==> src/rtl/core/gpg_pkg.sv <==
// ----------------------------------------------------------------------------
// gpg_pkg
// Types, codes and constant tables of the gradient position generator.
// ----------------------------------------------------------------------------
package gpg_pkg;

    localparam int COORD_W     = 16;
    localparam int PIX_W       = 15;
    localparam int DIFF_W      = 18;
    localparam int PROD_W      = 36;
    localparam int SUM_W       = 37;
    localparam int MAG_W       = 33;
    localparam int DW          = 33;
    localparam int RT_W        = 64;
    localparam int ROOT_STEPS  = 32;
    localparam int ROOT_SCALE  = 30;
    localparam int CW          = 44;
    localparam int ANG_W       = 32;
    localparam int ANGLE_SCALE = 24;
    localparam int CFG_IDX_W   = 3;
    localparam int SHAPE_W     = 3;
    localparam int REPEAT_W    = 2;
    localparam int ATAN_ENTRIES = 24;

    localparam logic [SHAPE_W-1:0] SHAPE_LINEAR      = 3'd0;
    localparam logic [SHAPE_W-1:0] SHAPE_BILINEAR    = 3'd1;
    localparam logic [SHAPE_W-1:0] SHAPE_RADIAL      = 3'd2;
    localparam logic [SHAPE_W-1:0] SHAPE_SQUARE      = 3'd3;
    localparam logic [SHAPE_W-1:0] SHAPE_CONICAL     = 3'd4;
    localparam logic [SHAPE_W-1:0] SHAPE_CONICAL_SYM = 3'd5;

    localparam logic [REPEAT_W-1:0] REPEAT_CLAMP     = 2'd0;
    localparam logic [REPEAT_W-1:0] REPEAT_FORWARD   = 2'd1;
    localparam logic [REPEAT_W-1:0] REPEAT_ALTERNATE = 2'd2;

    localparam logic [CFG_IDX_W-1:0] REG_START_X     = 3'd0;
    localparam logic [CFG_IDX_W-1:0] REG_START_Y     = 3'd1;
    localparam logic [CFG_IDX_W-1:0] REG_END_X       = 3'd2;
    localparam logic [CFG_IDX_W-1:0] REG_END_Y       = 3'd3;
    localparam logic [CFG_IDX_W-1:0] REG_SHAPE_MODE  = 3'd4;
    localparam logic [CFG_IDX_W-1:0] REG_REPEAT_MODE = 3'd5;
    localparam logic [CFG_IDX_W-1:0] REG_REVERSE     = 3'd6;

    localparam logic [ANG_W-1:0] ANG_QUARTER    = 32'h4000_0000;
    localparam logic [ANG_W-1:0] ANG_HALF       = 32'h8000_0000;
    localparam logic [ANG_W-1:0] ANG_3QUARTER   = 32'hC000_0000;

    // atan(2^-i) in 2^-32 turns
    localparam logic [ANG_W-1:0] ATAN_TURNS [ATAN_ENTRIES] = '{
        32'd536870912, 32'd316933406, 32'd167458907, 32'd85004756,
        32'd42667331,  32'd21354465,  32'd10680348,  32'd5340245,
        32'd2670163,   32'd1335087,   32'd667544,    32'd333772,
        32'd166886,    32'd83443,     32'd41722,     32'd20861,
        32'd10430,     32'd5215,      32'd2608,      32'd1304,
        32'd652,       32'd326,       32'd163,       32'd81
    };

    typedef struct packed {
        logic [RT_W-1:0] v;
        logic [RT_W-1:0] r;
    } root_lane_t;

    typedef struct packed {
        logic [MAG_W-1:0] m;
        logic [DW-1:0]    len2;
        logic             neg;
        logic             zero;
    } root_side_t;

    typedef struct packed {
        logic neg;
        logic zero;
    } div_side_t;

    typedef struct packed {
        logic signed [CW-1:0] x;
        logic signed [CW-1:0] y;
        logic [ANG_W-1:0]     z;
        logic                 fix;
    } angle_lane_t;

endpackage

==> src/rtl/core/gpg_div_cell.sv <==
// ----------------------------------------------------------------------------
// gpg_div_cell
// One restoring division step: one quotient bit per cell.
// ----------------------------------------------------------------------------
module gpg_div_cell #(
    parameter int QW = 34
) (
    input  logic                        clk,
    input  logic [gpg_pkg::DW+QW-1:0]   acc_in,
    input  logic [gpg_pkg::DW-1:0]      den_in,
    input  gpg_pkg::div_side_t          side_in,
    output logic [gpg_pkg::DW+QW-1:0]   acc_out,
    output logic [gpg_pkg::DW-1:0]      den_out,
    output gpg_pkg::div_side_t          side_out
);

    localparam int DW = gpg_pkg::DW;
    localparam int AW = DW + QW;

    logic [AW-1:0]      acc_reg;
    logic [AW-1:0]      acc_next;
    logic [DW-1:0]      den_reg;
    gpg_pkg::div_side_t side_reg;
    logic [DW:0]        part;
    logic [DW:0]        diff;

    always_comb
    begin
        part = acc_in[AW-1:QW-1];
        diff = part - {1'b0, den_in};
        if (part >= {1'b0, den_in})
        begin
            acc_next = {diff[DW-1:0], acc_in[QW-2:0], 1'b1};
        end
        else
        begin
            acc_next = {part[DW-1:0], acc_in[QW-2:0], 1'b0};
        end
    end

    always_ff @(posedge clk)
    begin
        acc_reg  <= acc_next;
        den_reg  <= den_in;
        side_reg <= side_in;
    end

    assign acc_out  = acc_reg;
    assign den_out  = den_reg;
    assign side_out = side_reg;

endmodule

==> config.mk <==
export PLATFORM = sky130hd
export DESIGN_NAME = gpg_div_cell
export DESIGN_NICKNAME = d
export VERILOG_FILES = /design/src/rtl/core/gpg_pkg.sv /design/src/rtl/core/gpg_div_cell.sv
export SDC_FILE = /design/constraint.sdc
export NUM_CORES = 1
export LEC_CHECK = 0
export ABC_CLOCK_PERIOD_IN_PS = 5000
export BUFFER_PORTS_ARGS = -buffer_cell sky130_fd_sc_hd__buf_2
export CELL_PAD_IN_SITES_DETAIL_PLACEMENT = 0
export CELL_PAD_IN_SITES_GLOBAL_PLACEMENT = 1
export CORE_ASPECT_RATIO = 0.7
export CORE_MARGIN = 2
export CORE_UTILIZATION = 37
export CTS_CLUSTER_DIAMETER = 40
export DETAILED_ROUTE_END_ITERATION = 10
export PLACE_DENSITY_LB_ADDON = 0.1
export SYNTH_ARGS = -nofsm -noshare
export SYNTH_HDL_FRONTEND = slang
export SYNTH_SLANG_ARGS = --single-unit
==> constraint.sdc <==
create_clock -name clk -period 5 [get_ports clk]
set_clock_uncertainty 0.05 [all_clocks]
set_input_delay 1 -clock clk [delete_from_list [all_inputs] [get_ports clk]]
set_output_delay 1 -clock clk [all_outputs]
set_load 0.005 [all_outputs]
# Word-level counts from Yosys, hierarchy flattened
# Index checks and enable logic that the tools add are counted.
# op_classes
add_sub_neg	1
order_cmp	1
n_mux	1
# ops
operator	n
$mux W67	1
$ge A34 B33 Y1	1
$sub A33 B33 Y33	1
# word_totals
ff_bits	102
inputBits	103
output_inout_bits	102
elab_cells	7

# Logic depth before layout (Yosys ltp)
# Gate-level depths: netlist (run 1).
# depth
ltp_word	2
depth_mapped	14
mapped_depth_nobuf	12

# Worst setup path before layout (run 1)
# OpenSTA, ideal clock, no wires.
# synth_path
path_type	in2reg
start	input port acc_in[33] (netlist bit)
end	register acc_reg[35] (netlist: acc_out[35])
setup_ns	0.121
arrival_time_ns	3.186
required_time_ns	4.829
setup_slack_ns	1.643
path_stages	12
path_buffers	1
cell_sequence	inv_1 ha_1 inv_1 fa_1 a21o_1 a221oi_2 o21ai_2 a21boi_2 o31ai_2 a21oi_4 buf_12 mux2_4
# synth_between
elab_chain_cells	2
word_cells_on_any_way	3
cone_classes	1 x add/sub; 1 x order compare; 1 x mux
# synth_rtl
item	line	text
from (decl)	gpg_div_cell.sv:9	input logic [gpg_pkg::DW+QW-1:0] acc_in,
$sub A33 B33 Y33 / $ge A34 B33 Y1 (equally long branches)	gpg_div_cell.sv:30, gpg_div_cell.sv:31	
$mux W67 *	gpg_div_cell.sv:31	if (part >= {1'b0, den_in})
named net acc_next[35]	gpg_div_cell.sv:21	logic [AW-1:0] acc_next;
to (signal assigned)	gpg_div_cell.sv:43	acc_reg <= acc_next;
to (decl)	gpg_div_cell.sv:20	logic [AW-1:0] acc_reg;
# The timed path passes the listed nets; every way through them passes the cells marked *.

# Worst setup path after layout (run 1)
# layout_path
start	input port acc_in[33] (netlist bit)
end	register acc_reg[50] (netlist: acc_out[50])
# Same word-level chain as after synthesis.

==> results of run 1 <==
==> final timing paths <==
| check | endpoint | slack (ps) | from | cells past startpoint |
|---|---|---|---|---|
| max | acc_out[50] | 1330 | acc_in[33] | 14 |
| min | acc_out[19] | 690 | acc_in[18] | 1 |
==> cell usage in the layout (no fill, tap or decap), drive strengths merged, types with 4 or more instances in the layout <==
cell    instances
ha             33
nand2b          4
o31ai           6
nand4           5
inv            48
nor4            4
o21a            4
xor2           13
nand2          52
clkbuf          9
a21oi          34
o21bai          6
nand3           6
a21o           12
xnor2          15
and3            9
nor2           14
buf           207
nor3            4
o21ai          48
dfxtp         102
==> power groups by stage <==
stage / registers, mW / clock network [mW] / logic, mW
2_1_floorplan: 0.951 / 0 / 0.292
3_3_place_gp: 0.936 / 0 / 0.490
3_5_place_dp: 0.937 / 0 / 0.492
4_1_cts: 0.919 / 0.704 / 0.495
5_1_grt: 0.925 / 0.735 / 0.547
6_report: 0.918 / 0.677 / 0.491
==> metrics by stage <==
step	worst slack (ps)	instances
2_1_floorplan	1643	468
3_3_place_gp	1054	815
3_5_place_dp	961.8	815
4_1_cts	1315	831
5_1_grt	936.3	831
6_report	1327	831
==> routing by layer <==
metal / part of all wire (%) / vias to the layer above / track usage [%]
li1: - / 2021 / -
met1: 51 / 1724 / 25.87
met2: 41 / 123 / 25.38
met3: 6.9 / 10 / 4.245
met4: 1.1 / 0 / 4.758
met5: 0 / - / 0
==> sequential cells by signal (all words and copies together), names as in the netlist <==
name and count:
den_out 33, side_out 2, acc_out 67
==> cell type report <==
class / count / area [sq um] / share of cell area (%)
clock buffers: 9 / 225.2 / 3.782
multi-input cells: 304 / 2213 / 37.17
inverters: 45 / 168.9 / 2.837
well taps: 157 / 196.4 / 3.299
flip-flops and latches: 102 / 2042 / 34.29
clock inverters: 7 / 65.06 / 1.093
repair buffers: 207 / 1044 / 17.52
==> cells by family after synthesis <==
family,synth area share (%)
xor gates and xnor gates,5.367
adders and majority gates,9.474
buffers and inverters,6.873
DFF,44.69
AOI/OAI and AO/OA,21.93
and+or+nand+nor,11.34
muxes,0.3285
==> worst max-delay path: stages <==
cell      delay [ps]
buf_2            100
inv_1             50
ha_1             150
inv_1             50
fa_1             390
a21o_1           240
a221oi_2         420
o21ai_2          130
a21boi_2         240
o31ai_2          140
a21oi_4          370
buf_4            420
nand2_1          110
o21ai_2           60
==> metrics, run 1 <==
DR pass1 iterations 4; CTS max path bufs 2; routability-driven placement congestion ratio a little over 0.8; EDFF count, synth 0; area leader, netlist dfxtp_1; RSZ-0062 raised after global routing no; number of core rows 33; IO Count a little over 200; top-count cell post-synth dfxtp_1; worst endpoint data arrival time just under 4000 ps; DR WL/cell 13.85 um; status finished clean; Main synth FF type dfxtp_1; Setup-failing EPs final 0; Tcrit/Tclk final about three quarters; VDD IR max ~0.00020 V; Die Height 96.98 um; asr flop ratio synth 0%; Root Driver clkbuf_16; GRT Util Overall 17.57%; top cells by count, synth dfxtp_1, inv_1, nand2_1; Worst-Margin Slew approximately 550 ps; initial core utilization roughly two fifths; Sink Count slightly above 100; ranking of synthesized cells by area dfxtp_1, ha_1, o21ai_2, inv_1, a21oi_1; CTS buffer count 9; initial antenna violation count 0; vias in the first global route 3760; post-cts sizing count 0; hold-fix buffer count after cts 0; crit path time final approximately 3700 ps; Worst-path clk slew 70 ps; max_slew headroom 62.60%; critical path data required time between 5000 and 6000 ps; flops & latches, synth about 100; Switching Power 0.6160 mW; Cell Area, Placed roughly 0.0057 sq mm; post-detail-place hpwl ~9500 um; Post-Syn Area per Cell 9.764 sq um; first-pass GRT wire length approximately 19000 um; CTS tree done; layout net count between 800 and 900; Max Cap Viol 0; CP Capture Type flop; H-Tree Depth 3; Detailed Route WL roughly 12000 um; drt initial violations 157; static leakage approximately 3.0 nW; CP max FO 28; Design Power 2.086 mW; Synth top area share between 40% and 50%; ANT nets after route 0; clock power share between 30 and 40%; die area approximately 0.013 sq mm; Internal Power roughly 1.5 mW; Netlist Area Pre-Place 0.004569 sq mm; Worst Hold Slack between 600 and 700 ps; startpoint types primary input; Comb pwr share a little under a quarter; Final Slew Violations 0; DRC errors left 0; Switching Share 29.53%; largest net degree at the start of global routing 29; global route overflow 0; Port Buf Inserts between 200 and 250; Warnings, synthesis 0; Inserted Diodes 0; sequential share of the synthesized area ~45%; setup repair bufs after CTS 0; Cell Pwr Density about 350 mW/mm^2; fin util 50.07%; final hold viol count 0; f_max between 200 and 300 MHz; setup_tns 0 ps; detailed-route via count 3878; Area Overhead vs Synth 30.31%; synthesized net count around 610; critical path class primary input to flop; fraction of layout cells with a size suffix above 1 approximately 40%; design area about 0.006 sq mm; Sequential Power Share 44.0%; synthesized instance count 468; Synth cell types 60; Core Footprint ~0.012 sq mm; fillcell total 1180; vias per std cell ~4.7; Die W roughly 140 um; HP Class primary input to flop
Note: power is estimated with default switching activity, not from simulation.
==> inputs of run 2 (changes only) <==
--- a/config.mk
+++ b/config.mk
@@ -5,13 +5,13 @@
 export SDC_FILE = /design/constraint.sdc
 export NUM_CORES = 1
 export LEC_CHECK = 0
-export ABC_CLOCK_PERIOD_IN_PS = 5000
+export ABC_CLOCK_PERIOD_IN_PS = 3400
 export BUFFER_PORTS_ARGS = -buffer_cell sky130_fd_sc_hd__buf_2
 export CELL_PAD_IN_SITES_DETAIL_PLACEMENT = 0
 export CELL_PAD_IN_SITES_GLOBAL_PLACEMENT = 1
 export CORE_ASPECT_RATIO = 0.7
 export CORE_MARGIN = 2
-export CORE_UTILIZATION = 37
+export CORE_UTILIZATION = 34
 export CTS_CLUSTER_DIAMETER = 40
 export DETAILED_ROUTE_END_ITERATION = 10
 export PLACE_DENSITY_LB_ADDON = 0.1
==> constraint.sdc (replaced) <==
create_clock -name clk -period 3.4 [get_ports clk]
set_clock_uncertainty 0.05 [all_clocks]
set_input_delay 0.68 -clock clk [delete_from_list [all_inputs] [get_ports clk]]
set_output_delay 0.68 -clock clk [all_outputs]
set_load 0.005 [all_outputs]
==> metrics, run 2 (synthesis results as in run 1) <==
drt initial violations 130; fraction of layout cells with a size suffix above 1 about two fifths; IO Count 205; f_max roughly 340 MHz; setup repair bufs after CTS 0; HP Class primary input to flop; vias per std cell between 4 and 5; largest net degree at the start of global routing 24; DR WL/cell between 10 and 15 um; Core Footprint between 0.01 and 0.015 sq mm; Tcrit/Tclk final a little under 90%; Switching Power between 0.9 and 1 mW; final std cells w/o fill 848; number of core rows 35; fillcell total between 1000 and 1500; Inserted Diodes 0; Worst-Margin Slew roughly 440 ps; Max Cap Viol 0; most used cell, CP inv_1; DR pass1 iterations 4; Port Buf Inserts between 200 and 250; ANT nets after route 0; Comb pwr share a little under a quarter; register area slightly above 0.002 sq mm; global route overflow 0; max_slew headroom between 60% and 70%; vias in the first global route 3731; CP Capture Type flop; critical path data required time 3590 ps; max reg flops 67; CP cell instances buf_2 > inv_1 > ha_1 > inv_1 > fa_1 > a21o_1 > a221oi_2 > buf_4 > o211a_1 > o21ai_2 > a211oi_2 > o311ai_1 > xnor2_1 > o21ai_1; layout net count 814; RSZ-0062 raised after global routing no; final hold viol count 0; VDD IR max between 0.0002 and 0.00025 V; static leakage 3.002 nW; hold depth 1; commonest cells after routing, fill and taps aside buf_2, dfxtp_1, inv_1; Hold Path Origin acc_in[28]; Worst-path clk slew about 70 ps; Final Slew Violations 0; post-cts sizing count 0; Area Overhead vs Synth 32.12%; Setup-failing EPs final 0; initial core utilization a little over a third; CTS buffer count 9; GRT Util Overall roughly 16%; die area ~0.014 sq mm; CTS tree done; Switching Share between 20 and 30%; status finished clean; H-Tree Depth 3; DRC errors left 0; routability-driven placement congestion ratio between 0.8 and 0.9; CP max FO 4; DP Cell Count approximately 830; footprint of the multi-input gates 0.002213 sq mm; Sequential Power Share a little over two fifths; setup_tns 0 ps; slowest stage cell, crit path fa_1; Die W approximately 140 um; CP max stage delay ~400 ps; Detailed Route WL 12080 um; clock power share around a third; crit path time final 2982 ps; initial antenna violation count 0; critical path class primary input to flop; CTS max path bufs 2; Die Height roughly 100 um; most common library cell in the layout ignoring fill and taps buf_2; detailed-route via count about 3900; Root Driver clkbuf_16; Internal Power around 2.2 mW; Cell Pwr Density roughly 510 mW/mm^2; Sink Count 102; hold-fix buffer count after cts 0; worst endpoint data arrival time 3170 ps; startpoint types primary input; post-detail-place hpwl between 9000 and 10000 um; Critical Path Start acc_in[33]; first-pass GRT wire length 18620 um
==> run 2: through the flow <==
step	hold WS [ps]	setup WS, ps	utilization, %	instance area [sq um]	power, mW
after CTS	361.4	389.2	45.95	6037	3.143
final	376.8	417.8	45.95	6037	3.095
after global routing	355.0	179.1	45.95	6037	3.271
after detailed placement	733.6	24.66	43.75	5748	2.126
after floorplan	657.7	362.6	-	4569	1.828
after global placement	732.1	66.95	43.75	5748	2.125
==> run 2: power groups by stage <==
stage,clock network (mW),logic [mW],registers [mW]
2_1_floorplan,0,0.429,1.40
3_3_place_gp,0,0.747,1.38
3_5_place_dp,0,0.746,1.38
4_1_cts,1.04,0.751,1.35
5_1_grt,1.08,0.830,1.36
6_report,1.00,0.742,1.35
==> run 2: worst paths after layout <==
path | end | slack, ps
min | acc_out[29] | 380
max | acc_out[66] | 420
==> run 2: critical path, delay by kind of cell <==
family	cells	cell delay, ps
buffers and inverters	4	380
AO/OA/AOI/OAI	7	1400
adder cells (fa/ha/maj)	2	560
XOR/XNOR	1	160
==> run 2: metal layers <==
metal | wire length [um] | up-vias | global-route usage (%)
met5 | 0 | - | 0
met4 | 129 | 0 | 4.570
met3 | 706 | 11 | 3.895
met2 | 5097 | 108 | 24.04
met1 | 6142 | 1775 | 24.06
li1 | - | 2045 | -
==> run 2: final cells by class <==
type / count / area share [%]
inverters: 45 / 2.798
clock buffers: 9 / 3.731
flip-flops and latches: 102 / 33.82
multi-input cells: 304 / 36.66
repair buffers: 215 / 18.49
clock inverters: 7 / 1.057
well taps: 166 / 3.440
==> inputs of run 3 (changes only) <==
--- a/config.mk
+++ b/config.mk
@@ -6,14 +6,14 @@
 export NUM_CORES = 1
 export LEC_CHECK = 0
 export ABC_CLOCK_PERIOD_IN_PS = 3400
-export BUFFER_PORTS_ARGS = -buffer_cell sky130_fd_sc_hd__buf_2
 export CELL_PAD_IN_SITES_DETAIL_PLACEMENT = 0
 export CELL_PAD_IN_SITES_GLOBAL_PLACEMENT = 1
 export CORE_ASPECT_RATIO = 0.7
 export CORE_MARGIN = 2
-export CORE_UTILIZATION = 34
+export CORE_UTILIZATION = 40
 export CTS_CLUSTER_DIAMETER = 40
 export DETAILED_ROUTE_END_ITERATION = 10
+export DONT_BUFFER_PORTS = 1
 export PLACE_DENSITY_LB_ADDON = 0.1
 export SYNTH_ARGS = -nofsm -noshare
 export SYNTH_HDL_FRONTEND = slang
==> metrics, run 3 (synthesis results as in run 1) <==
status finished clean; setup repair bufs after CTS 0; most used cell, CP inv_1; initial core utilization 41.20%; detailed-route via count between 3000 and 4000; top routing layer in use met4; first-pass GRT wire length roughly 17000 um; max_slew headroom between 60% and 70%; IO Count between 200 and 250; startpoint types primary input; layout net count 609; Worst Path Buf+Inv 3; slowest stage cell, crit path a221oi_2; max reg flops 67; Setup-failing EPs final 0; CTS tree done; HP Class primary input to flop; initial antenna violation count 0; post-detail-place hpwl approximately 9100 um; crit path time final ~3000 ps; critical path class primary input to flop; Die Height ~93 um; Final Slew Violations 0; RSZ-0062 raised after global routing no; DRC errors left 0; most common library cell in the layout ignoring fill and taps dfxtp_1; fraction of layout cells with a size suffix above 1 between 10% and 20%; final hold viol count 0; Inserted Diodes 0; hold-fix buffer count after cts 0; vias per std cell ~5.2; commonest cells after routing, fill and taps aside dfxtp_1, inv_1, nand2_1; die area approximately 0.012 sq mm; CP Capture Type flop; Root Driver clkbuf_16; Worst-Margin Slew around 470 ps; global route overflow 0; DP Cell Count just over 600; cell family with most CP delay compound AO/OA/AOI/OAI gates; Die W roughly 130 um; DR pass1 iterations 4; Tcrit/Tclk final a little under 90%; Worst-path clk slew around 80 ps; Core Footprint about 0.011 sq mm; ANT nets after route 0; fillcell total 1078; H-Tree Depth 3; DR WL met2 approximately 4700 um; routability-driven placement congestion ratio slightly above 0.8; CP cell instances inv_1 > ha_1 > inv_1 > fa_1 > a21o_1 > a221oi_2 > o21ai_2 > a21boi_2 > o31ai_2 > a21oi_4 > buf_12 > mux2_4; Cell Pwr Density 607.8 mW/mm^2; f_max 335.1 MHz; worst endpoint data arrival time between 3000 and 4000 ps; largest net degree at the start of global routing 29; vias in the first global route roughly 3200; Met1 Routed Length about 5500 um; Sink Count 102; hold depth 0; VDD IR max roughly 0.00024 V; Max Cap Viol 0; DR WL/cell roughly 18 um; Detailed Route WL roughly 11000 um; number of core rows 32; Area Overhead vs Synth 10.95%; CTS buffer count 9; CP max stage delay between 400 and 500 ps; Stages on worst setup path 12; post-cts sizing count 0; setup_tns 0 ps; final std cells w/o fill between 600 and 700; CTS max path bufs 2; drt initial violations approximately 170; critical path data required time roughly 3600 ps; metal3 WL just over 800 um; GRT Util Overall between 10% and 20%; static leakage between 2 and 2.5 nW; Port Buf Inserts 0; CP max FO 21
## run 3: changes by cell type in the layout (fill, tap and decap cells not counted), sizes merged
cell      delta
buf        -205
clkinv       -1
bufinv       +2
clkinvlp     -1
## run 3: final timing paths
check / from / end / slack [ps]
worst max-delay path: acc_in[33] / acc_out[35] / 420
worst min-delay path: den_in[6] / den_out[6] / 300
## run 3: stage by stage
step	power [mW]	hold WS [ps]	area (sq um)	utilization, %	setup slack, ps
6_report	3.081	297.0	5070	45.71	416.2
5_1_grt	3.225	279.9	5070	45.71	255.5
4_1_cts	3.118	285.7	5070	45.71	424.6
3_5_place_dp	1.960	657.8	4728	42.63	52.54
3_3_place_gp	1.970	657.8	4728	42.63	136.5
2_1_floorplan	1.828	657.7	4569	-	362.6
## run 3: power by group
part | switching [mW] | total [mW] | internal (mW)
sequential | 0.0684 | 1.39 | 1.32
combinational | 0.313 | 0.539 | 0.226
clock | 0.485 | 1.15 | 0.666
## run 3: area by class of cell
type / instances / area, sq um / share of cell area (%)
clock inverters: 7 / 116.4 / 2.295
well taps: 153 / 191.4 / 3.776
repair buffers: 10 / 112.6 / 2.221
inverters: 45 / 168.9 / 3.332
flip-flops and latches: 102 / 2042 / 40.28
clock buffers: 9 / 225.2 / 4.442
multi-input cells: 304 / 2213 / 43.66
## run 3: per-layer routing
metal	track usage (%)	up-vias
li1	-	1631
met1	24.82	1491
met2	26.18	116
met3	6.883	10
met4	4.348	0
met5	0	-
