[src/rtl/core/gpg_pkg.sv]
// ----------------------------------------------------------------------------
// gpg_pkg
// Types, codes and constant tables of the gradient position generator.
// ----------------------------------------------------------------------------
package gpg_pkg;

    localparam int COORD_W     = 16;
    localparam int PIX_W       = 15;
    localparam int DIFF_W      = 18;
    localparam int PROD_W      = 36;
    localparam int SUM_W       = 37;
    localparam int MAG_W       = 33;
    localparam int DW          = 33;
    localparam int RT_W        = 64;
    localparam int ROOT_STEPS  = 32;
    localparam int ROOT_SCALE  = 30;
    localparam int CW          = 44;
    localparam int ANG_W       = 32;
    localparam int ANGLE_SCALE = 24;
    localparam int CFG_IDX_W   = 3;
    localparam int SHAPE_W     = 3;
    localparam int REPEAT_W    = 2;
    localparam int ATAN_ENTRIES = 24;

    localparam logic [SHAPE_W-1:0] SHAPE_LINEAR      = 3'd0;
    localparam logic [SHAPE_W-1:0] SHAPE_BILINEAR    = 3'd1;
    localparam logic [SHAPE_W-1:0] SHAPE_RADIAL      = 3'd2;
    localparam logic [SHAPE_W-1:0] SHAPE_SQUARE      = 3'd3;
    localparam logic [SHAPE_W-1:0] SHAPE_CONICAL     = 3'd4;
    localparam logic [SHAPE_W-1:0] SHAPE_CONICAL_SYM = 3'd5;

    localparam logic [REPEAT_W-1:0] REPEAT_CLAMP     = 2'd0;
    localparam logic [REPEAT_W-1:0] REPEAT_FORWARD   = 2'd1;
    localparam logic [REPEAT_W-1:0] REPEAT_ALTERNATE = 2'd2;

    localparam logic [CFG_IDX_W-1:0] REG_START_X     = 3'd0;
    localparam logic [CFG_IDX_W-1:0] REG_START_Y     = 3'd1;
    localparam logic [CFG_IDX_W-1:0] REG_END_X       = 3'd2;
    localparam logic [CFG_IDX_W-1:0] REG_END_Y       = 3'd3;
    localparam logic [CFG_IDX_W-1:0] REG_SHAPE_MODE  = 3'd4;
    localparam logic [CFG_IDX_W-1:0] REG_REPEAT_MODE = 3'd5;
    localparam logic [CFG_IDX_W-1:0] REG_REVERSE     = 3'd6;

    localparam logic [ANG_W-1:0] ANG_QUARTER    = 32'h4000_0000;
    localparam logic [ANG_W-1:0] ANG_HALF       = 32'h8000_0000;
    localparam logic [ANG_W-1:0] ANG_3QUARTER   = 32'hC000_0000;

    // atan(2^-i) in 2^-32 turns
    localparam logic [ANG_W-1:0] ATAN_TURNS [ATAN_ENTRIES] = '{
        32'd536870912, 32'd316933406, 32'd167458907, 32'd85004756,
        32'd42667331,  32'd21354465,  32'd10680348,  32'd5340245,
        32'd2670163,   32'd1335087,   32'd667544,    32'd333772,
        32'd166886,    32'd83443,     32'd41722,     32'd20861,
        32'd10430,     32'd5215,      32'd2608,      32'd1304,
        32'd652,       32'd326,       32'd163,       32'd81
    };

    typedef struct packed {
        logic [RT_W-1:0] v;
        logic [RT_W-1:0] r;
    } root_lane_t;

    typedef struct packed {
        logic [MAG_W-1:0] m;
        logic [DW-1:0]    len2;
        logic             neg;
        logic             zero;
    } root_side_t;

    typedef struct packed {
        logic neg;
        logic zero;
    } div_side_t;

    typedef struct packed {
        logic signed [CW-1:0] x;
        logic signed [CW-1:0] y;
        logic [ANG_W-1:0]     z;
        logic                 fix;
    } angle_lane_t;

endpackage

[src/rtl/core/gpg_root_cell.sv]
// ----------------------------------------------------------------------------
// gpg_root_cell
// One digit step of the integer square roots of both distances.
// ----------------------------------------------------------------------------
module gpg_root_cell #(
    parameter int K = 0
) (
    input  logic                clk,
    input  gpg_pkg::root_lane_t p_in,
    input  gpg_pkg::root_lane_t q_in,
    input  gpg_pkg::root_side_t side_in,
    output gpg_pkg::root_lane_t p_out,
    output gpg_pkg::root_lane_t q_out,
    output gpg_pkg::root_side_t side_out
);

    localparam logic [gpg_pkg::RT_W-1:0] BIT = gpg_pkg::RT_W'(1) << (62 - 2 * K);

    gpg_pkg::root_lane_t p_reg;
    gpg_pkg::root_lane_t q_reg;
    gpg_pkg::root_side_t side_reg;
    gpg_pkg::root_lane_t p_next;
    gpg_pkg::root_lane_t q_next;

    function automatic gpg_pkg::root_lane_t step(gpg_pkg::root_lane_t l);
        gpg_pkg::root_lane_t res;
        logic [gpg_pkg::RT_W-1:0] trial;
        trial = l.r + BIT;
        if (l.v >= trial)
        begin
            res.v = l.v - trial;
            res.r = (l.r >> 1) + BIT;
        end
        else
        begin
            res.v = l.v;
            res.r = l.r >> 1;
        end
        return res;
    endfunction

    always_comb
    begin
        p_next = step(p_in);
        q_next = step(q_in);
    end

    always_ff @(posedge clk)
    begin
        p_reg    <= p_next;
        q_reg    <= q_next;
        side_reg <= side_in;
    end

    assign p_out    = p_reg;
    assign q_out    = q_reg;
    assign side_out = side_reg;

endmodule

[config.mk]
export PLATFORM = sky130hd
export DESIGN_NAME = gpg_root_cell
export DESIGN_NICKNAME = d
export VERILOG_FILES = /design/src/rtl/core/gpg_pkg.sv /design/src/rtl/core/gpg_root_cell.sv
export SDC_FILE = /design/constraint.sdc
export NUM_CORES = 1
export LEC_CHECK = 0
export BUFFER_PORTS_ARGS = -buffer_cell sky130_fd_sc_hd__buf_2
export CAP_MARGIN = 20
export CORE_AREA = 2 2 256 258
export DETAILED_ROUTE_END_ITERATION = 10
export DIE_AREA = 0 0 258 260
export SYNTH_ARGS = -nofsm -noshare
export SYNTH_HDL_FRONTEND = slang
export SYNTH_SLANG_ARGS = --single-unit
[constraint.sdc]
create_clock -name clk -period 4.2 [get_ports clk]
set_input_delay 0.42 -clock clk [delete_from_list [all_inputs] [get_ports clk]]
set_output_delay 0.42 -clock clk [all_outputs]
set_load 0.02 [all_outputs]
Yosys cells after proc, flatten, opt, wreduce, memory -nomap -nowiden
Cells that the tools add are included.
{"block": "totals", "mem_bits_rw": 0, "out_inout_bits": 324, "romBits": 0, "word_cells": 20, "mem_count": 0, "latchBits": 0, "in_bits": 325, "regBits": 324}
{"block": "classes", "bitwise": 0, "div_mod_pow": 0, "eq_ne": 0, "n_reduce_logical": 0, "add_sub_neg": 6, "mul": 0, "n_shift": 0, "magnitude_cmp": 2, "muxes": 2}
{"operator": "128-bit two-way mux", "count": 2}
{"operator": "63-bit by 63-bit adder with 64-bit output (second input constant)", "count": 2}
{"operator": "64-bit by 63-bit adder with 64-bit output (second input constant)", "count": 2}
{"operator": "64-bit greater-or-equal comparator", "count": 2}
{"operator": "64-bit subtractor", "count": 2}

Depth between registers and ports, before layout
Gate-level depths: netlist of the first run.
{"block": "depth", "ltp_word": 3, "ltp_mapped": 17, "mapped_depth_nobuf": 14}

Least setup slack after synthesis of the first run
Ideal clock, no wire load.
{"block": "synth_path", "kind": "input -> register", "startpoint": "input p_in[64] (netlist bit)", "endpoint": "register p_reg (netlist bit p_out[120])", "t_arrival_ns": 3.353, "path_stages": 15, "setup_ns": 0.123, "path_buffers": 2, "required_ns": 4.077, "slack_ns": 0.724, "path_cell_list": "inv_1 -> ha_1 -> fa_1 -> nand2b_1 -> a21oi_2 -> a311oi_2 -> o21ai_2 -> a41oi_2 -> a31oi_2 -> a221oi_4 -> a2111oi_2 -> o32ai_2 -> buf_4 -> buf_6 -> mux2_1"}
{"item": "start, declared", "line": "gpg_root_cell.sv:9", "source": "input gpg_pkg::root_lane_t p_in,"}
{"item": "end signal, assigned", "line": "gpg_root_cell.sv:50", "source": "p_reg <= p_next;"}
{"item": "end, declared", "line": "gpg_root_cell.sv:19", "source": "gpg_pkg::root_lane_t p_reg;"}

==> out/results.ini, run 1 <==
[yosys]
seq_area_frac_synth_pct = 40.62
synth_top_area_share_pct = 40.62
synthDistinctLibCells = 80
avgSynthCellArea_um2 = 9.026
ys_warn_count = 0
synth_fp_nets = 2224
synth_seq_cells = 324
async_flop_share_pct = 0
synthFlopType = dfxtp_1
yosysTopAreaCell = dfxtp_1
syn_area_um2 = 15970
synth_edf_count = 0
synth.area.top_cells = dfxtp_1, ha_1, mux2_2
yosys-top-cells-count = dfxtp_1, nand2_1, inv_1, a21oi_1, ha_1
synthCells = 1769
synthMostInstantiatedCell = dfxtp_1

[timing]
fin_ws_ps = 229.5
fin_crit_sh_pct = 94.54
worst_pin_slew_ps = 679.1
setup_viol = 0
final-hold-violation-count = 0
min_period_ps = 3970
final_max_slew_viol_count = 0
maxSlewHeadroom_pct = 54.15
timing.fmax_mhz = 251.9

[drt]
viasPerCell = 4.531
dr.first_iter.drc_count = 683
drc = 0
routedWlPerCell_um = 17.77
vias = 15919
postRouteAntennaNets = 0
wirelength_um = 62440
dr.pass1.iters = 5

[finish]
syn_to_final_growth_pct = 48.11
num-fill-cells = 6565
fin_cells = 3513
layout-drive-gt1-share_pct = 31.86
fin_nets = 3085

[clock_network]
clk_path_buf_depth = 3
cts_sinks = 324
htree_levels = 2
cts_tree = yes
cts_root_buffer = clkbuf_16
cts_buffers = 39
clkTransAtPathRegs_ps = 50

[grt]
grt_max_degree = 69
antenna_found_initial = 7
overflow = 0
grtUsageTotal_pct = 17.61
grt_pass1_vias = 16575
grt_pass1_wl_um = 92750

[floorplan]
start_util_pct = 24.90
die-area_um2 = 67080
coreArea_um2 = 64120
die_y_um = 260
placementRows = 93
io_pins = 649
die_x_um = 258

[critical_path]
worstSetupStartpointType = input pin
path_max_fanout = 34
crit_type = input pin to flop
end_kind = flop
cp.required_ps = 4600
worstPathArrival_ps = 4370

[power]
seq_power_share_pct = 35.0
p_sw_share_pct = 32.35
comb_power_share_pct = 30.3
power_density_nw_per_um2 = 427.0
p_int_mw = 6.832
worst_ir_drop_vdd_v = 0.0003173
p_total_mw = 10.10
power.switching_mw = 3.267
p_clk_share_pct = 34.6
p_leak_nw = 11.58

[worst_hold_path]
hold_path_depth = 1
worstHoldPathType = input pin to flop
holdCritStartpoint = p_in[23]
min_to = p_out[22]

[placement]
place.gp.congestion = 0.9326
pre_cts_ws_ps = -66.97
hpwlAfterDp_um = 50070
io_buffer_count = 648
dp.cells = 3254

[run_status]
status = completed

[job]
drv_cap = 0

worst max-delay path: stages:
cell	delay [ps]
dlygate4sd3_1	530
buf_2	110
inv_1	40
ha_1	360
and3_1	250
a311oi_4	400
o21ai_2	160
a41oi_2	320
a31oi_2	230
a221oi_4	430
a2111oi_2	150
o32ai_4	330
buf_12	170
buf_4	280
o21ai_0	180
power groups by stage:
stage / clock network (mW) / logic, mW / registers, mW
after detailed placement: 0 / 2.89 / 3.60
final: 3.50 / 3.06 / 3.54
after CTS: 3.62 / 3.04 / 3.54
after global routing: 3.73 / 3.31 / 3.57
after floorplan: 0 / 1.33 / 4.07
after global placement: 0 / 2.89 / 3.60
per-stage QoR:
step	hold slack [ps]	area, um^2	setup TNS [ps]	utilization, %
final	39.24	23650	0	36.89
after global routing	9.241	23650	-3.469	36.89
after CTS	1.925	23550	0	36.73
after detailed placement	523.6	20370	-849.1	31.77
after global placement	522.0	20370	-17.77	31.77
after floorplan	447.7	15970	0	-
final cells by class:
type                    count  area (um^2)  area share [%]
diodes                      3        7.507         0.03174
well taps                 855         1070           4.523
repair buffers            885         5535           23.40
clock inverters            10        142.6          0.6031
clock buffers              56         1192           5.042
multi-input cells        1232         8661           36.62
inverters                 148        555.5           2.349
flip-flops and latches    324         6486           27.43
layer usage:
| layer | part of all wire [%] | wire, um | track usage, % | vias up |
|---|---|---|---|---|
| met5 | 0.046 | 29 | 0 | - |
| met3 | 7.2 | 4493 | 4.581 | 113 |
| met1 | 39 | 24090 | 19.12 | 7307 |
| li1 | - | - | - | 7924 |
| met2 | 51 | 31920 | 33.02 | 571 |
| met4 | 3.1 | 1906 | 5.861 | 4 |
registers in the layout, indices dropped and copies added (netlist names):
signal / flops
p_out: 128
q_out: 128
side_out: 68
cells in the final DEF (no fill, tap or decap), drive strengths merged, types with 14 or more instances in the layout:
| cell | instances |
|---|---|
| dfxtp | 324 |
| nor2b | 20 |
| ha | 128 |
| nor2 | 79 |
| a21o | 77 |
| buf | 699 |
| xnor2 | 70 |
| nand3 | 24 |
| a31oi | 23 |
| o31ai | 14 |
| nand4 | 35 |
| mux2 | 62 |
| xor2 | 54 |
| and3 | 21 |
| o21ai | 129 |
| o21a | 22 |
| clkbuf | 57 |
| inv | 151 |
| a21oi | 135 |
| o21bai | 31 |
| nor3 | 22 |
| dlygate4sd3 | 185 |
| nand2 | 168 |
worst max path at each step:
stage	end	cells past startpoint	slack, ps	from
finish	p_out[104]	15	230	p_in[7]
global route	q_out[105]	16	-2	q_in[21]
CTS	p_out[104]	14	60	p_in[7]
detailed placement	p_out[104]	14	-70	p_in[5]
global placement	p_out[104]	14	-20	p_in[5]
floorplan	p_out[120]	15	720	p_in[64]
kinds of logic (layout without fill, tap and decap cells):
family	count (synthesis)	in the layout	share of synthesized area, %
multiplexers	65	65	4.560
other	0	3	0
buffers and inverters	213	1099	5.391
AO/OA/AOI/OAI	506	506	20.45
AND/OR/NAND/NOR	407	407	11.89
XOR/XNOR	124	124	6.801
adder cells (fa/ha/maj)	130	130	10.28
flip-flops	324	324	40.62
what timing repair did:
| action | in CTS | in global routing |
|---|---|---|
| resized for setup | 0 | 7 |
| hold buffers | 184 | 1 |
| setup buffers | 0 | 4 |
| hold endpoints to repair | 184 | 1 |
| setup endpoints to repair | 0 | 121 |
(Power assumes the default switching activity.)
==> run 2, diff against run 1 <==
Settings changed: CORE_AREA 2 2 256 258 to 2 2 253 255, DIE_AREA 0 0 258 260 to 0 0 255 257, RECOVER_POWER from default to 100.
==> run 2 against run 1 <==
  * Fmax hardly changed
  * Wire length hardly changed
  * Count of clock-buffer cells in the layout is 2 lower
  * Power hardly changed
  * Sequential cell count stayed put
==> out/results.ini, run 2 (synthesized netlist as in run 1, its figures left out) <==
[floorplan]
die-area_um2 = 65540
placementRows = 92
io_pins = 649
die_y_um = 257
die_x_um = 255
coreArea_um2 = 62740
start_util_pct = 25.45

[drt]
viasPerCell = 4.541
postRouteAntennaNets = 0
routedWlPerCell_um = 17.87
dr.first_iter.drc_count = 829
vias = 15865
drc = 0
dr.pass1.iters = 5
wirelength_um = 62420

[power]
worst_ir_drop_vdd_v = 0.0002959
power_density_nw_per_um2 = 438.8
p_leak_nw = 10.34

[timing]
rsz0062_at_grt = false
fin_crit_sh_pct = 94.46
timing.fmax_mhz = 252.1
setup_viol = 0
maxSlewHeadroom_pct = 50.74
min_period_ps = 3967
worst_pin_slew_ps = 731.1
fin_setup_tns_ps = 0
final_max_slew_viol_count = 0
final-hold-violation-count = 0

[grt]
grt_pass1_vias = 16507
antenna_found_initial = 6
overflow = 0
grtUsageTotal_pct = 18.09
grt_max_degree = 85
grt_pass1_wl_um = 93040

[critical_path]
path_max_fanout = 24
end_kind = flop
crit_type = input pin to flop
cp.required_ps = 4630
worstSetupStartpointType = input pin
worstPathArrival_ps = 4400

[clock_network]
cts_root_buffer = clkbuf_16
cts_buffers = 39
htree_levels = 2
cts_tree = yes
clk_path_buf_depth = 3
cts_sinks = 324
clkTransAtPathRegs_ps = 60

[finish]
layout-drive-gt1-share_pct = 15.65
final_cell_mix = clkbuf_1, dfxtp_1, buf_2
fin_nets = 3070
final_common_cell = clkbuf_1
syn_to_final_growth_pct = 44.08
final_util_pct = 36.67

[placement]
hpwlAfterDp_um = 49500
place.gp.congestion = 0.9460
io_buffer_count = 648

[job]
drv_cap = 0

[worst_hold_path]
worstHoldPathType = input pin to flop

[run_status]
status = completed

-- run 2: cell count changes in the layout (fill, tap and decap cells not counted), moves of 2 or more --
| cell | change |
|---|---|
| buf_4 | -15 |
| bufinv_16 | +2 |
| o21ai_1 | -2 |
| clkbuf_4 | +3 |
| clkbuf_1 | +425 |
| o21ai_0 | +2 |
| buf_2 | -427 |
| clkbuf_8 | -3 |
| clkbuf_2 | +3 |
| clkinv_2 | +5 |
| dlygate4sd3_1 | -3 |
-- run 2: path summary, 6_finish.rpt --
check               start         to  depth (start not counted)
setup / recovery  q_in[2]  q_out[76]                         18
hold / removal    p_in[6]   p_out[5]                          1
-- run 2: cell type report --
type | count | area (um^2)
antenna | 3 | 7.507
clock buffer | 54 | 1134
clock inverter | 17 | 236.5
fill | 6624 | 39730
inverter | 148 | 555.5
multi-input combinational | 1232 | 8652
sequential | 324 | 6486
tap | 846 | 1059
timing repair buffer | 870 | 4876
-- run 2: layer usage --
layer / part of all wire [%] / GRT usage, %
met1: 38 / 19.39
met2: 51 / 33.64
met5: 0.045 / 0
met4: 3.8 / 6.855
met3: 7.0 / 4.582
-- run 2: report_power, final --
part / total, mW / internal (mW) / switching [mW]
logic: 2.93 / 1.10 / 1.82
clock network: 3.61 / 2.21 / 1.41
registers: 3.56 / 3.44 / 0.116
-- run 2: per-stage QoR --
stage | hold WS (ps) | cell area [um^2] | worst slack (ps) | instances | power [mW]
after detailed placement | 523.6 | 20280 | 18.42 | 3235 | 6.478
after global routing | 34.85 | 23000 | 17.21 | 3493 | 10.60
after CTS | 0.7765 | 23480 | 49.24 | 3488 | 10.28
final | 68.69 | 23010 | 232.6 | 3494 | 10.10
after global placement | 522.3 | 20280 | 103.3 | 3235 | 6.475
after floorplan | 447.7 | 15970 | 723.6 | 1769 | 5.400
-- run 2: what timing repair did --
action	4_1_cts	5_1_grt
setup endpoints to repair	0	81
hold buffers	182	0
resized for setup	0	5
endpoints found under the hold margin	182	0
setup buffers	0	2
-- run 2: worst max-delay path, cell delays in order --
cell           delay [ps]
dlygate4sd3_1         520
buf_2                 100
inv_1                  40
ha_1                  400
nor2b_1               210
o31ai_2               280
a31oi_1               150
nor3_2                190
inv_1                  80
a221oi_2              380
a211oi_1              150
o21ai_1               190
a2111oi_0             120
buf_4                 160
nor3_4                180
buf_4                 190
buf_8                 230
mux2_2                370
==> run 3, diff against run 2 <==
Settings changed: CORE_AREA 2 2 253 255 to 2 2 249 251, DIE_AREA 0 0 255 257 to 0 0 251 253.
Clock period 4.2 ns to 4.5 ns, I/O delays scaled along.
==> run 3 against run 2 <==
  * Final cell count is 2.6% lower
  * First-iteration DRC count fell by 4.7%
  * Count of clock-buffer cells in the layout shrank 6
  * Non-clock buffer count fell by 28
  * Largest power group is now sequential cells
  * Highest routed layer unchanged
==> out/results.ini, run 3 (synthesized netlist as in run 1, its figures left out) <==
[power]
p_leak_nw = 10.17
power.switching_mw = 3.045
comb_power_share_pct = 29.1
p_total_mw = 9.231
p_sw_share_pct = 32.98
p_int_mw = 6.186
worst_ir_drop_vdd_v = 0.0003622
power_density_nw_per_um2 = 408.6
p_clk_share_pct = 35.0
seq_power_share_pct = 35.9

[timing]
timing.fmax_mhz = 231.3
setup_viol = 0
worst_pin_slew_ps = 729.6
min_period_ps = 4324
fin_crit_sh_pct = 96.09
final_max_slew_viol_count = 0
fin_setup_tns_ps = 0
maxSlewHeadroom_pct = 50.10
fin_ws_ps = 176.1
final-hold-violation-count = 0
rsz0062_at_grt = false

[critical_path]
worstPathArrival_ps = 4750
cp.required_ps = 4920
crit_top_cell = inv_1
end_kind = flop
worstSetupStartpointType = input pin
crit_cells = 17
cp_top_family = compound AO/OA/AOI/OAI gates
path_max_fanout = 52
cpPeakStageDelay_ps = 520
critPathBufInv = 6
crit_type = input pin to flop
crit_chain = dlygate4sd3_1, buf_2, inv_1, ha_1, nor2b_1, o31ai_1, a31oi_1, nor3_1, buf_4, inv_1, a221oi_2, a211oi_1, o21ai_0, a2111oi_0, nor3_4, buf_12, mux2_2
slowest_stage = dlygate4sd3_1

[run_status]
status = completed

[placement]
hpwlAfterDp_um = 48590
io_buffer_count = 648
dp.cells = 3166
placed_cell_area_um2 = 20120
pre_cts_ws_ps = 273.5
place.gp.congestion = 0.8899

[grt]
grt_pass1_wl_um = 90740
overflow = 0
antenna_found_initial = 4
grt_pass1_vias = 16401
grt_max_degree = 80
grtUsageTotal_pct = 18.16

[job]
drv_cap = 0

[clock_network]
cts_buffers = 38
cts_sinks = 324
cts_tree = yes
cts_root_buffer = clkbuf_16
htree_levels = 2
postCtsSetupBuffers = 0
post_cts_resized = 0
clkTransAtPathRegs_ps = 60
clk_path_buf_depth = 3

[drt]
wl_met2_um = 30920
wirelength_um = 60780
dr.pass1.iters = 5
met1_length_um = 23660
drc = 0
highest_layer = met5
viasPerCell = 4.657
postRouteAntennaNets = 0
dr.first_iter.drc_count = 790
wl_met3_um = 3959
vias = 15853
routedWlPerCell_um = 17.86

[floorplan]
coreArea_um2 = 61030
start_util_pct = 26.16
placementRows = 91
die_y_um = 253
die_x_um = 251
io_pins = 649
die-area_um2 = 63500

[finish]
layout-drive-gt1-share_pct = 15.20
num-fill-cells = 6491
fin_cells = 3404
fin_nets = 3041
postLayoutCellArea_um2 = 22590
final_cell_mix = clkbuf_1, dfxtp_1, buf_2
syn_to_final_growth_pct = 41.47
final_common_cell = clkbuf_1

[worst_hold_path]
hold_path_depth = 1
worstHoldPathType = input pin to flop

==> run 3: cell count changes in the layout (fill, tap and decap cells not counted), moves of 5 or more <==
cell	before	now
buf_2	221	228
clkbuf_1	429	423
clkbuf_8	8	2
clkinvlp_4	0	5
dlygate4sd3_1	182	170
buf_4	33	20
==> run 3: worst paths after layout <==
check / end / slack, ps / start
setup / recovery: q_out[72] / 180 / q_in[2]
hold / removal: side_out[39] / 70 / side_in[39]
==> run 3: routing by layer <==
metal,vias to the layer above,global-route usage [%]
li1,7833,-
met1,7350,19.63
met2,551,34.36
met3,115,4.174
met4,4,6.548
met5,-,0
==> run 3: what timing repair did <==
| action | 4_1_cts | 5_1_grt |
|---|---|---|
| endpoints found under the hold margin | 170 | 0 |
| hold buffers | 170 | 0 |
| endpoints found under the setup margin | 0 | 0 |
==> run 3: power by group through the flow <==
stage	Clock, mW	Combinational, mW	Sequential, mW
6_report	3.24	2.68	3.31
3_5_place_dp	0	2.66	3.36
5_1_grt	3.44	2.91	3.34
4_1_cts	3.34	2.79	3.30
2_1_floorplan	0	1.24	3.80
3_3_place_gp	0	2.66	3.36
==> run 3: final cells by class <==
cell class / instances / area (um^2) / share of cell area, %
Multi-Input combinational cell: 1232 / 8627 / 38.19
Sequential cell: 324 / 6486 / 28.71
Timing Repair Buffer: 842 / 4624 / 20.47
Clock buffer: 48 / 1072 / 4.747
Tap cell: 790 / 988.4 / 4.376
Inverter: 148 / 555.5 / 2.459
Clock inverter: 18 / 231.5 / 1.025
Antenna cell: 2 / 5.005 / 0.02215
==> run 3: per-stage QoR <==
step                util, %  hold slack (ps)
finish                37.02            69.64
global route          37.01            31.47
CTS                   37.89            1.746
detailed placement    32.96            553.6
global placement      32.96            551.9
floorplan                 -            477.7
